### config.mk
export PLATFORM = sky130hd
export DESIGN_NAME = dual_outlier_rejecting_block_average
export DESIGN_NICKNAME = d
export VERILOG_FILES = /design/src/hdl/dorba_pkg.sv /design/src/hdl/dual_outlier_rejecting_block_average.sv /design/src/hdl/dorba_lane.sv /design/src/hdl/dorba_merge.sv
export SDC_FILE = /design/constraint.sdc
export NUM_CORES = 1
export LEC_CHECK = 0
export BUFFER_PORTS_ARGS = -buffer_cell sky130_fd_sc_hd__buf_2
export CORE_MARGIN = 1.5
export CORE_UTILIZATION = 64
export DETAILED_ROUTE_END_ITERATION = 12
export PLACE_DENSITY = 0.78
export SLEW_MARGIN = 25
export SYNTH_ARGS = -nofsm -noshare
export SYNTH_HDL_FRONTEND = slang
export SYNTH_SLANG_ARGS = --single-unit
export TNS_END_PERCENT = 5
### constraint.sdc
create_clock -name clk -period 8.3 [get_ports clk]
set_clock_uncertainty 0.1 [all_clocks]
set_input_delay 1.245 -clock clk [delete_from_list [all_inputs] [get_ports clk]]
set_output_delay 1.245 -clock clk [all_outputs]
set_load 0.01 [all_outputs]
### src/hdl/dorba_pkg.sv
package dorba_pkg;

  localparam int THR_W = 8;
  localparam logic [THR_W-1:0] THRESHOLD_RESET = 8'd3;

  localparam int COUNT_W = 3;
  localparam logic [COUNT_W-1:0] CYCLE_LAST_TAKE = 3'd4;

  typedef enum logic {
    PH_IDLE,
    PH_UPD
  } phase_t;

  typedef struct packed {
    logic load;
    logic update;
  } lane_ctl_t;

endpackage

### src/hdl/dual_outlier_rejecting_block_average.sv
// items are taken only in the idle phase, so a new item waits until the
// last one has left the update phase; each lane registers its running mean
// on acceptance and updates sum, count and average in the update phase;
// the update phase waits while the output register holds an untaken item
// reset (synchronous, rst_n low): sums, counts, averages cleared,
// threshold set to 3, output empty
module dual_outlier_rejecting_block_average #(
  parameter int SAMPLE_BITS = 12
) (
  input  logic                                   clk,
  input  logic                                   rst_n,
  input  logic                                   in_tvalid,
  output logic                                   in_tready,
  // left_sample, right_sample
  input  logic [((2*SAMPLE_BITS+7)/8)*8-1:0]     in_tdata,
  output logic                                   out_tvalid,
  input  logic                                   out_tready,
  // average_sum, average_difference
  output logic [((2*(SAMPLE_BITS+2)+7)/8)*8-1:0] out_tdata,
  input  logic                                   cfg_we,
  input  logic [dorba_pkg::THR_W-1:0]            cfg_wdata
);
  import dorba_pkg::*;

  localparam int OW    = SAMPLE_BITS + 2;
  localparam int OUT_W = ((2*OW+7)/8)*8;

  logic [THR_W-1:0]       thr_r;
  phase_t                 phase_r, phase_nxt;
  lane_ctl_t              ctl;
  logic                   can_push;
  logic [SAMPLE_BITS:0]   left_avg, right_avg;
  logic [OW-1:0]          average_sum;
  logic signed [OW-1:0]   average_difference;

  always_ff @(posedge clk) begin
    if (!rst_n) begin
      thr_r <= THRESHOLD_RESET;
    end else if (cfg_we) begin
      thr_r <= cfg_wdata;
    end
  end

  always_ff @(posedge clk) begin
    if (!rst_n) begin
      phase_r <= PH_IDLE;
    end else begin
      phase_r <= phase_nxt;
    end
  end

  always_comb begin
    phase_nxt  = phase_r;
    in_tready  = 1'b0;
    ctl.load   = 1'b0;
    ctl.update = 1'b0;
    case (phase_r)
      PH_IDLE: begin
        in_tready = 1'b1;
        ctl.load  = in_tvalid;
        if (in_tvalid) begin
          phase_nxt = PH_UPD;
        end
      end
      PH_UPD: begin
        ctl.update = can_push;
        if (can_push) begin
          phase_nxt = PH_IDLE;
        end
      end
      default: begin
        phase_nxt = PH_IDLE;
      end
    endcase
  end

  dorba_lane #(.SAMPLE_BITS(SAMPLE_BITS)) u_lane_left (
    .clk         (clk),
    .rst_n       (rst_n),
    .ctl         (ctl),
    .sample      (in_tdata[SAMPLE_BITS-1:0]),
    .threshold   (thr_r),
    .average_nxt (left_avg)
  );

  dorba_lane #(.SAMPLE_BITS(SAMPLE_BITS)) u_lane_right (
    .clk         (clk),
    .rst_n       (rst_n),
    .ctl         (ctl),
    .sample      (in_tdata[2*SAMPLE_BITS-1:SAMPLE_BITS]),
    .threshold   (thr_r),
    .average_nxt (right_avg)
  );

  dorba_merge #(.SAMPLE_BITS(SAMPLE_BITS)) u_merge (
    .clk                (clk),
    .rst_n              (rst_n),
    .push               (ctl.update),
    .left_avg           (left_avg),
    .right_avg          (right_avg),
    .out_tready         (out_tready),
    .out_tvalid         (out_tvalid),
    .average_sum        (average_sum),
    .average_difference (average_difference),
    .can_push           (can_push)
  );

  assign out_tdata = OUT_W'({average_difference, average_sum});

endmodule

### src/hdl/dorba_lane.sv
module dorba_lane #(
  parameter int SAMPLE_BITS = 12
) (
  input  logic                           clk,
  input  logic                           rst_n,
  input  dorba_pkg::lane_ctl_t           ctl,
  input  logic [SAMPLE_BITS-1:0]         sample,
  input  logic [dorba_pkg::THR_W-1:0]    threshold,
  output logic [SAMPLE_BITS:0]           average_nxt
);
  import dorba_pkg::*;

  localparam int SUM_W  = SAMPLE_BITS + 3;
  // odd shift keeps the reciprocal exact for every sum below 2^K
  localparam int RK     = ((SUM_W + 1) % 2 == 1) ? SUM_W + 1 : SUM_W + 2;
  localparam int PROD_W = SUM_W + RK;
  localparam logic [RK-1:0] RECIP = RK'(((64'd1 << RK) + 64'd1) / 64'd3);

  logic [SUM_W-1:0]       sum_r, sum_nxt;
  logic [COUNT_W-1:0]     count_r, count_nxt;
  logic [SAMPLE_BITS:0]   average_r;
  logic [SAMPLE_BITS-1:0] sample_r;
  logic [SAMPLE_BITS-1:0] mean_r, mean_nxt;

  logic [PROD_W-1:0]      prod;
  logic [SUM_W-1:0]       quot;
  logic [SAMPLE_BITS-1:0] gap;
  logic [SAMPLE_BITS-1:0] addend;
  logic                   take_last;

  // running mean, count is one to four when it matters
  assign prod = PROD_W'(sum_r) * PROD_W'(RECIP);

  always_comb begin
    case (count_r)
      3'd1:    quot = sum_r;
      3'd2:    quot = sum_r >> 1;
      3'd3:    quot = prod[RK +: SUM_W];
      3'd4:    quot = sum_r >> 2;
      default: quot = '0;
    endcase
    mean_nxt = quot[SAMPLE_BITS-1:0];
  end

  always_comb begin
    gap = (mean_r >= sample_r) ? (mean_r - sample_r) : (sample_r - mean_r);
    if (count_r == '0) begin
      addend = sample_r;
    end else if (gap < SAMPLE_BITS'(threshold)) begin
      addend = sample_r;
    end else begin
      addend = mean_r;
    end
    take_last = (count_r > CYCLE_LAST_TAKE);
    if (take_last) begin
      sum_nxt   = '0;
      count_nxt = '0;
    end else begin
      sum_nxt   = sum_r + SUM_W'(addend);
      count_nxt = count_r + COUNT_W'(1);
    end
    average_nxt = (ctl.update && take_last) ? sum_r[SUM_W-1:2] : average_r;
  end

  always_ff @(posedge clk) begin
    if (!rst_n) begin
      sum_r     <= '0;
      count_r   <= '0;
      average_r <= '0;
    end else if (ctl.update) begin
      sum_r     <= sum_nxt;
      count_r   <= count_nxt;
      average_r <= average_nxt;
    end
  end

  always_ff @(posedge clk) begin
    if (ctl.load) begin
      sample_r <= sample;
      mean_r   <= mean_nxt;
    end
  end

endmodule

### src/hdl/dorba_merge.sv
module dorba_merge #(
  parameter int SAMPLE_BITS = 12
) (
  input  logic                        clk,
  input  logic                        rst_n,
  input  logic                        push,
  input  logic [SAMPLE_BITS:0]        left_avg,
  input  logic [SAMPLE_BITS:0]        right_avg,
  input  logic                        out_tready,
  output logic                        out_tvalid,
  output logic [SAMPLE_BITS+1:0]      average_sum,
  output logic signed [SAMPLE_BITS+1:0] average_difference,
  output logic                        can_push
);

  localparam int OW = SAMPLE_BITS + 2;

  logic                 valid_r;
  logic [OW-1:0]        sum_r;
  logic signed [OW-1:0] diff_r;

  assign can_push = !valid_r || out_tready;

  always_ff @(posedge clk) begin
    if (!rst_n) begin
      valid_r <= 1'b0;
    end else if (push) begin
      valid_r <= 1'b1;
    end else if (out_tready) begin
      valid_r <= 1'b0;
    end
  end

  always_ff @(posedge clk) begin
    if (push) begin
      sum_r  <= OW'(left_avg) + OW'(right_avg);
      diff_r <= signed'(OW'(left_avg) - OW'(right_avg));
    end
  end

  assign out_tvalid         = valid_r;
  assign average_sum        = sum_r;
  assign average_difference = diff_r;

endmodule

* Word level (Yosys, flattened, before mapping)
Cells that the tools add are included.
** Word-level totals
- Bits in registers :: 148
- Bits in latches :: 0
- Bits in writable memories :: 0
- Bits in read-only memories :: 0
- Input bits :: 37
- Memories :: 0
** Operators by class
- $add $sub $neg :: 10
- Multiply operators :: 2
- Divide/modulo/power cells :: 0
- Order comparisons :: 6
- Equality and inequality tests :: 8
- Shift-type cells :: 0
- Mux-type cells :: 22
- Bitwise gates (word level) :: 1
- Reductions and logical operators :: 7
** Operator list (number)
- $pmux 12 s4 :: 2
- $mux 12 :: 6
- $mul 15x16->29 const B :: 2
- $sub 12x12->12 :: 4
- $add 15x12->15 :: 2
- $mux 15 :: 2
- $mux 13 :: 2
- $ge 12x12->1 :: 2
- $lt 12x8->1 :: 2
- $add 13x13->14 :: 1
- $sub 13x13->14 :: 1
- $eq 3x2->1 const B :: 4
- $mux 1 :: 7
- $add 3x1->3 const B :: 2
- $eq 3x1->1 const B :: 2
- $eq 3x3->1 const B :: 2
- $gt 3x3->1 const B :: 2
- $logic_not 3->1 :: 2
- $mux 3 :: 2
- $logic_and 1x1->1 :: 2
- $pmux 1 s2 :: 1
- $reduce_bool 2->1 :: 1
- $logic_not 1->1 :: 1
- $logic_or 1x1->1 :: 1
- $not 1->1 :: 1

* Longest topological paths before layout
- Depth after elaboration :: 7
- Depth in mapped cells :: 35

* Cells and area by module
A second synthesis with hierarchy kept.
** Unflattened totals
- Cell total of the unflattened synthesis :: 1836
- Area total of the unflattened synthesis :: 17561.8 µm²
** By module, submodules not included
- dorba_lane (u_lane_left) :: times used 1, cells each 796, area each 7507.2 µm², seq. area each 1341.3 µm²
- dorba_lane (u_lane_right) :: times used 1, cells each 781, area each 7478.4 µm², seq. area each 1341.3 µm²
- dorba_merge :: times used 1, cells each 223, area each 2200.9 µm², seq. area each 830.8 µm²
- dual_outlier_rejecting_block_average :: times used 1, cells each 36, area each 375.4 µm², seq. area each 180.2 µm²

* Least setup slack after synthesis
Ideal clock, no wire load.
- Path kind :: flip-flop to flip-flop
- Start point :: reg u_lane_right.mean_r[0]
- End point :: reg u_lane_right.sum_r[14]
- Library setup time :: 0.117 ns
- Arrival :: 6.388 ns
- Required time :: 8.083 ns
- Setup slack :: 1.695 ns
- Stages on the path, launching flop included :: 36
- Cells stage by stage :: edfxtp_1 > inv_1 > ha_1 > inv_1 > fa_1 > a21o_1 > a211oi_1 > o21ba_2 > o21ai_1 > buf_2 > mux2_2 > a21oi_1 > o221ai_1 > a221oi_1 > xnor2_1 > ha_1 > o21ai_0 > a21o_1 > a21oi_1 > nor3b_1 > mux2_2 > a41oi_2 > buf_4 > mux2i_1 > ha_1 > inv_1 > fa_1 > nor2b_1 > o21ai_0 > a21boi_0 > o21ai_0 > a21oi_1 > a41oi_1 > a211oi_1 > xnor2_1 > nor2_1
** On the way
- Cells in the longest elaborated chain, start to end :: 7
- Elaborated cells between the ends (all ways) :: 9
- Classes of those cells :: add/sub: 3; order compare: 2; mux: 4
** Ends and longest elaborated chain
- from (decl) :: RTL line dorba_lane.sv:23 : logic [SAMPLE_BITS-1:0] mean_r, mean_nxt;
- from (signal assigned) :: RTL line dorba_lane.sv:80 : mean_r <= mean_nxt;
- $sub 12x12->12 or $ge 12x12->1 (tied branches) :: RTL line dorba_lane.sv:46 : gap = (mean_r >= sample_r) ? (mean_r - sample_r) : (sample_r - mean_r);
- $mux 12 :: RTL line dorba_lane.sv:46
- $lt 12x8->1 :: RTL line dorba_lane.sv:49 : end else if (gap < SAMPLE_BITS'(threshold)) begin
- $mux 12 * :: RTL line dorba_lane.sv:49
- $mux 12 * :: RTL line dorba_lane.sv:47 : if (count_r == '0) begin
- $add 15x12->15 * :: RTL line dorba_lane.sv:59 : sum_nxt = sum_r + SUM_W'(addend);
- $mux 15 * :: RTL line dorba_lane.sv:55 : if (take_last) begin
- to (signal assigned) :: RTL line dorba_lane.sv:71 : sum_r <= sum_nxt;
- to (decl) :: RTL line dorba_lane.sv:19 : logic [SUM_W-1:0] sum_r, sum_nxt;
Mark *: on every way between the ends. The rest lies on a longest branch, timed or not.
A chain may end at the register's enable or synchronous reset.

* Final worst setup path
Ends and elaborated chain as after synthesis.

==> out/metrics.csv <==
stage,metric,value,unit
timing,whs,421.7,ps
logic_synthesis,synth_warnings,0,
timing,timing.final.ws_setup,834.5,ps
worst_setup_path,worstSetupStartpointType,flip-flop,
final_layout,layoutNonFillerInstCount,2138,
detailed_routing,dr_total_vias,12569,
clocking,clock_latency,430,ps
final_layout,layout.nets,2275,
global_route,track_usage,0.2896,
detailed_routing,detail_route.wirelength,38500,um
worst_setup_path,cp_data_arrival_time,7670,ps
detailed_routing,wl_per_cell,18.01,um
floorplan,design.die.area,27480,um^2
logic_synthesis,seq_area_frac_synth,0.2178,
worst_setup_path,crit_path_top_delay_cell,fa_1,
worst_setup_path,crit_path_start,u_lane_right.mean_r[0],
timing,setup_tns,0,ps
logic_synthesis,synthesis.instances,1735,
clocking,clkTransAtPathRegs,70,ps
final_layout,fillers,1954,
floorplan,die_width,165.8,um
hold_path,hold_path_class,flip-flop to flip-flop,
clocking,cts.sinks,147,
detailed_routing,dr.first_iter.drc_count,820,
final_layout,drive_above_1_share,0.08047,
clocking,cts_hold_buf,0,
placed_design,portBuffers,66,
power,power.leakage,9.257,nW
clocking,root_buffer,clkbuf_16,
timing,rsz0062_at_grt,no,
logic_synthesis,synth-seq-cells,147,
clocking,clk_path_buf_depth,2,
worst_setup_path,r2r_end,u_lane_right.sum_r[14],
timing,finalCritPeriodShare,0.8995,
worst_setup_path,critPathMaxFanout,21,
timing,fmax,133.9,MHz
logic_synthesis,synth_edf_count,75,
final_layout,finalInstanceArea,18140,um^2
logic_synthesis,postSynthAreaPerCell,9.775,um^2
placed_design,postPlaceCellArea,17580,um^2
detailed_routing,ant_nets,0,
placed_design,placedCellCount,2105,
timing,slew_viol_final,0,
global_route,first_global_vias,12778,
floorplan,die_h,165.8,um
clocking,tritoncts,yes,
worst_setup_path,rrSetupSlack,830,ps
worst_setup_path,required,8510,ps
worst_setup_path,end_kind,flip-flop,
timing,hold_viol_final,0,
power,total_power,3.173,mW
placed_design,globalplace.congestion,0.8949,
final_layout,area_growth,6.950,%
clocking,numCtsBuffers,17,
clocking,h-tree-depth,4,
floorplan,fp.coreArea,26060,um^2
timing,relSlewSlack,0.3405,
final_layout,utilization,0.6960,
timing,setup_viol_count_final,0,
worst_setup_path,setup.worst_path.end,u_lane_right.sum_r[14],
global_route,grt_pass1_wl,64340,um
worst_setup_path,worst-r2r-cell-count,35,
logic_synthesis,synthFlopType,edfxtp_1,
placed_design,pre_cts_ws,1035,ps
clocking,cts_setup_buffers,0,
global_route,gr-total-overflow,0,
run,drv_cap,0,
worst_setup_path,critPathKind,flip-flop to flip-flop,
logic_synthesis,synth_area,16960,um^2
logic_synthesis,synth-async-reset-ratio,0,
detailed_routing,dr.pass1.iters,7,
power,ir_worst_vdd,162.9,uV
global_route,antenna_found_initial,1,
logic_synthesis,synth_cell_types,72,
detailed_routing,drc,0,
status,outcome,"finished, final reports clean",
detailed_routing,via_per_inst,5.879,
timing,tightest_slew,976.5,ps
floorplan,rows,59,
timing,period_needed,7466,ps
placed_design,hpwl,30540,um
global_route,grt_max_degree,49,
worst_setup_path,slowest_delay,410,ps
clocking,cts.repair.resized,0,
power,powerDensity,175.0,nW/um^2
floorplan,start_util,0.6508,
floorplan,io_pins,71,
worst_setup_path,reg2reg_from,u_lane_right.mean_r[0],
[critical path: cells and delay by family, from the launching register on]
family / cells / cell delay (ps)
buffers and inverters: 5 / 710
xor gates and xnor gates: 2 / 300
adders and majority gates: 5 / 1420
and+or+nand+nor: 3 / 260
AOI/OAI and AO/OA: 17 / 3320
DFF: 1 / 390
muxes: 3 / 830
[kinds of logic after synthesis]
| family | count (synthesis) | share of synthesized area |
|---|---|---|
| muxes | 78 | 0.04744 |
| AOI/OAI and AO/OA | 351 | 0.1396 |
| buffers and inverters | 347 | 0.07990 |
| DFF | 147 | 0.2178 |
| and+or+nand+nor | 275 | 0.08042 |
| adders and majority gates | 449 | 0.3897 |
| other | 1 | 0.0002211 |
| xor gates and xnor gates | 87 | 0.04493 |
[placed cells by master, fill, tap and decap left out, types with 62 or more instances in the layout]
master / instances
ha_1: 317
inv_1: 306
fa_1: 132
a21oi_1: 97
o21ai_0: 76
edfxtp_1: 75
dfxtp_1: 72
nand2_1: 68
buf_2: 66
nor2_1: 62
[worst min-delay path by stage]
stage                              end  slack [ps]  cells past startpoint                     from
2_1_floorplan                 thr_r[0]         360                      2                 thr_r[0]
3_3_place_gp        u_merge.out_tvalid         380                      2       u_merge.out_tvalid
3_5_place_dp   u_lane_right.count_r[1]         420                      1  u_lane_right.count_r[1]
4_1_cts                       thr_r[0]         430                      2                 thr_r[0]
5_1_grt             u_merge.out_tvalid         460                      2       u_merge.out_tvalid
6_report                      thr_r[0]         420                      2                 thr_r[0]
[Yosys cell counts, types with 33 or more instances]
cell | count | area (um^2)
ha_1 | 317 | 3966
inv_1 | 306 | 1149
fa_1 | 132 | 2643
a21oi_1 | 97 | 485.5
o21ai_0 | 76 | 380.4
edfxtp_1 | 75 | 2252
dfxtp_1 | 72 | 1441
nand2_1 | 68 | 255.2
nor2_1 | 62 | 232.7
mux2i_1 | 59 | 590.6
xnor2_1 | 59 | 516.8
nor2b_1 | 38 | 237.7
a21o_1 | 33 | 247.7
[sequential cells by signal, indices dropped and copies added (netlist names)]
signal and flops:
u_lane_left.sum_r 15, u_lane_right.sum_r 15, u_merge.average_difference 14, u_lane_left.average_r 13
u_lane_right.average_r 13, u_merge.average_sum 13, u_lane_left.mean_r 12, u_lane_left.sample_r 12
u_lane_right.mean_r 12, u_lane_right.sample_r 12, thr_r 8, u_lane_left.count_r 3
u_lane_right.count_r 3, phase_r 1, u_merge.out_tvalid 1
[cell type report]
type	instances	area (um^2)	area share
multi-input combinational	1244	11930	0.6579
clock buffer	19	432.9	0.02387
sequential	147	3694	0.2036
antenna	1	2.502	0.0001380
timing repair buffer	73	382.9	0.02111
clock inverter	13	125.1	0.006898
inverter	306	1149	0.06333
tap	335	419.2	0.02311
[where the power goes]
group	internal [mW]	leakage, nW	switching, mW
Sequential	0.807	1.32	0.0702
Clock	0.416	0.252	0.319
Combinational	0.652	7.69	0.909
[routing by layer]
metal / vias to the layer above / routed length [um] / track usage
met2: 380 / 18040 / 0.4803
met3: 55 / 2081 / 0.04719
li1: 6025 / - / -
met5: - / 0 / 0
met4: 0 / 722 / 0.06776
met1: 6109 / 17660 / 0.3986
(Power assumes the default switching activity.)
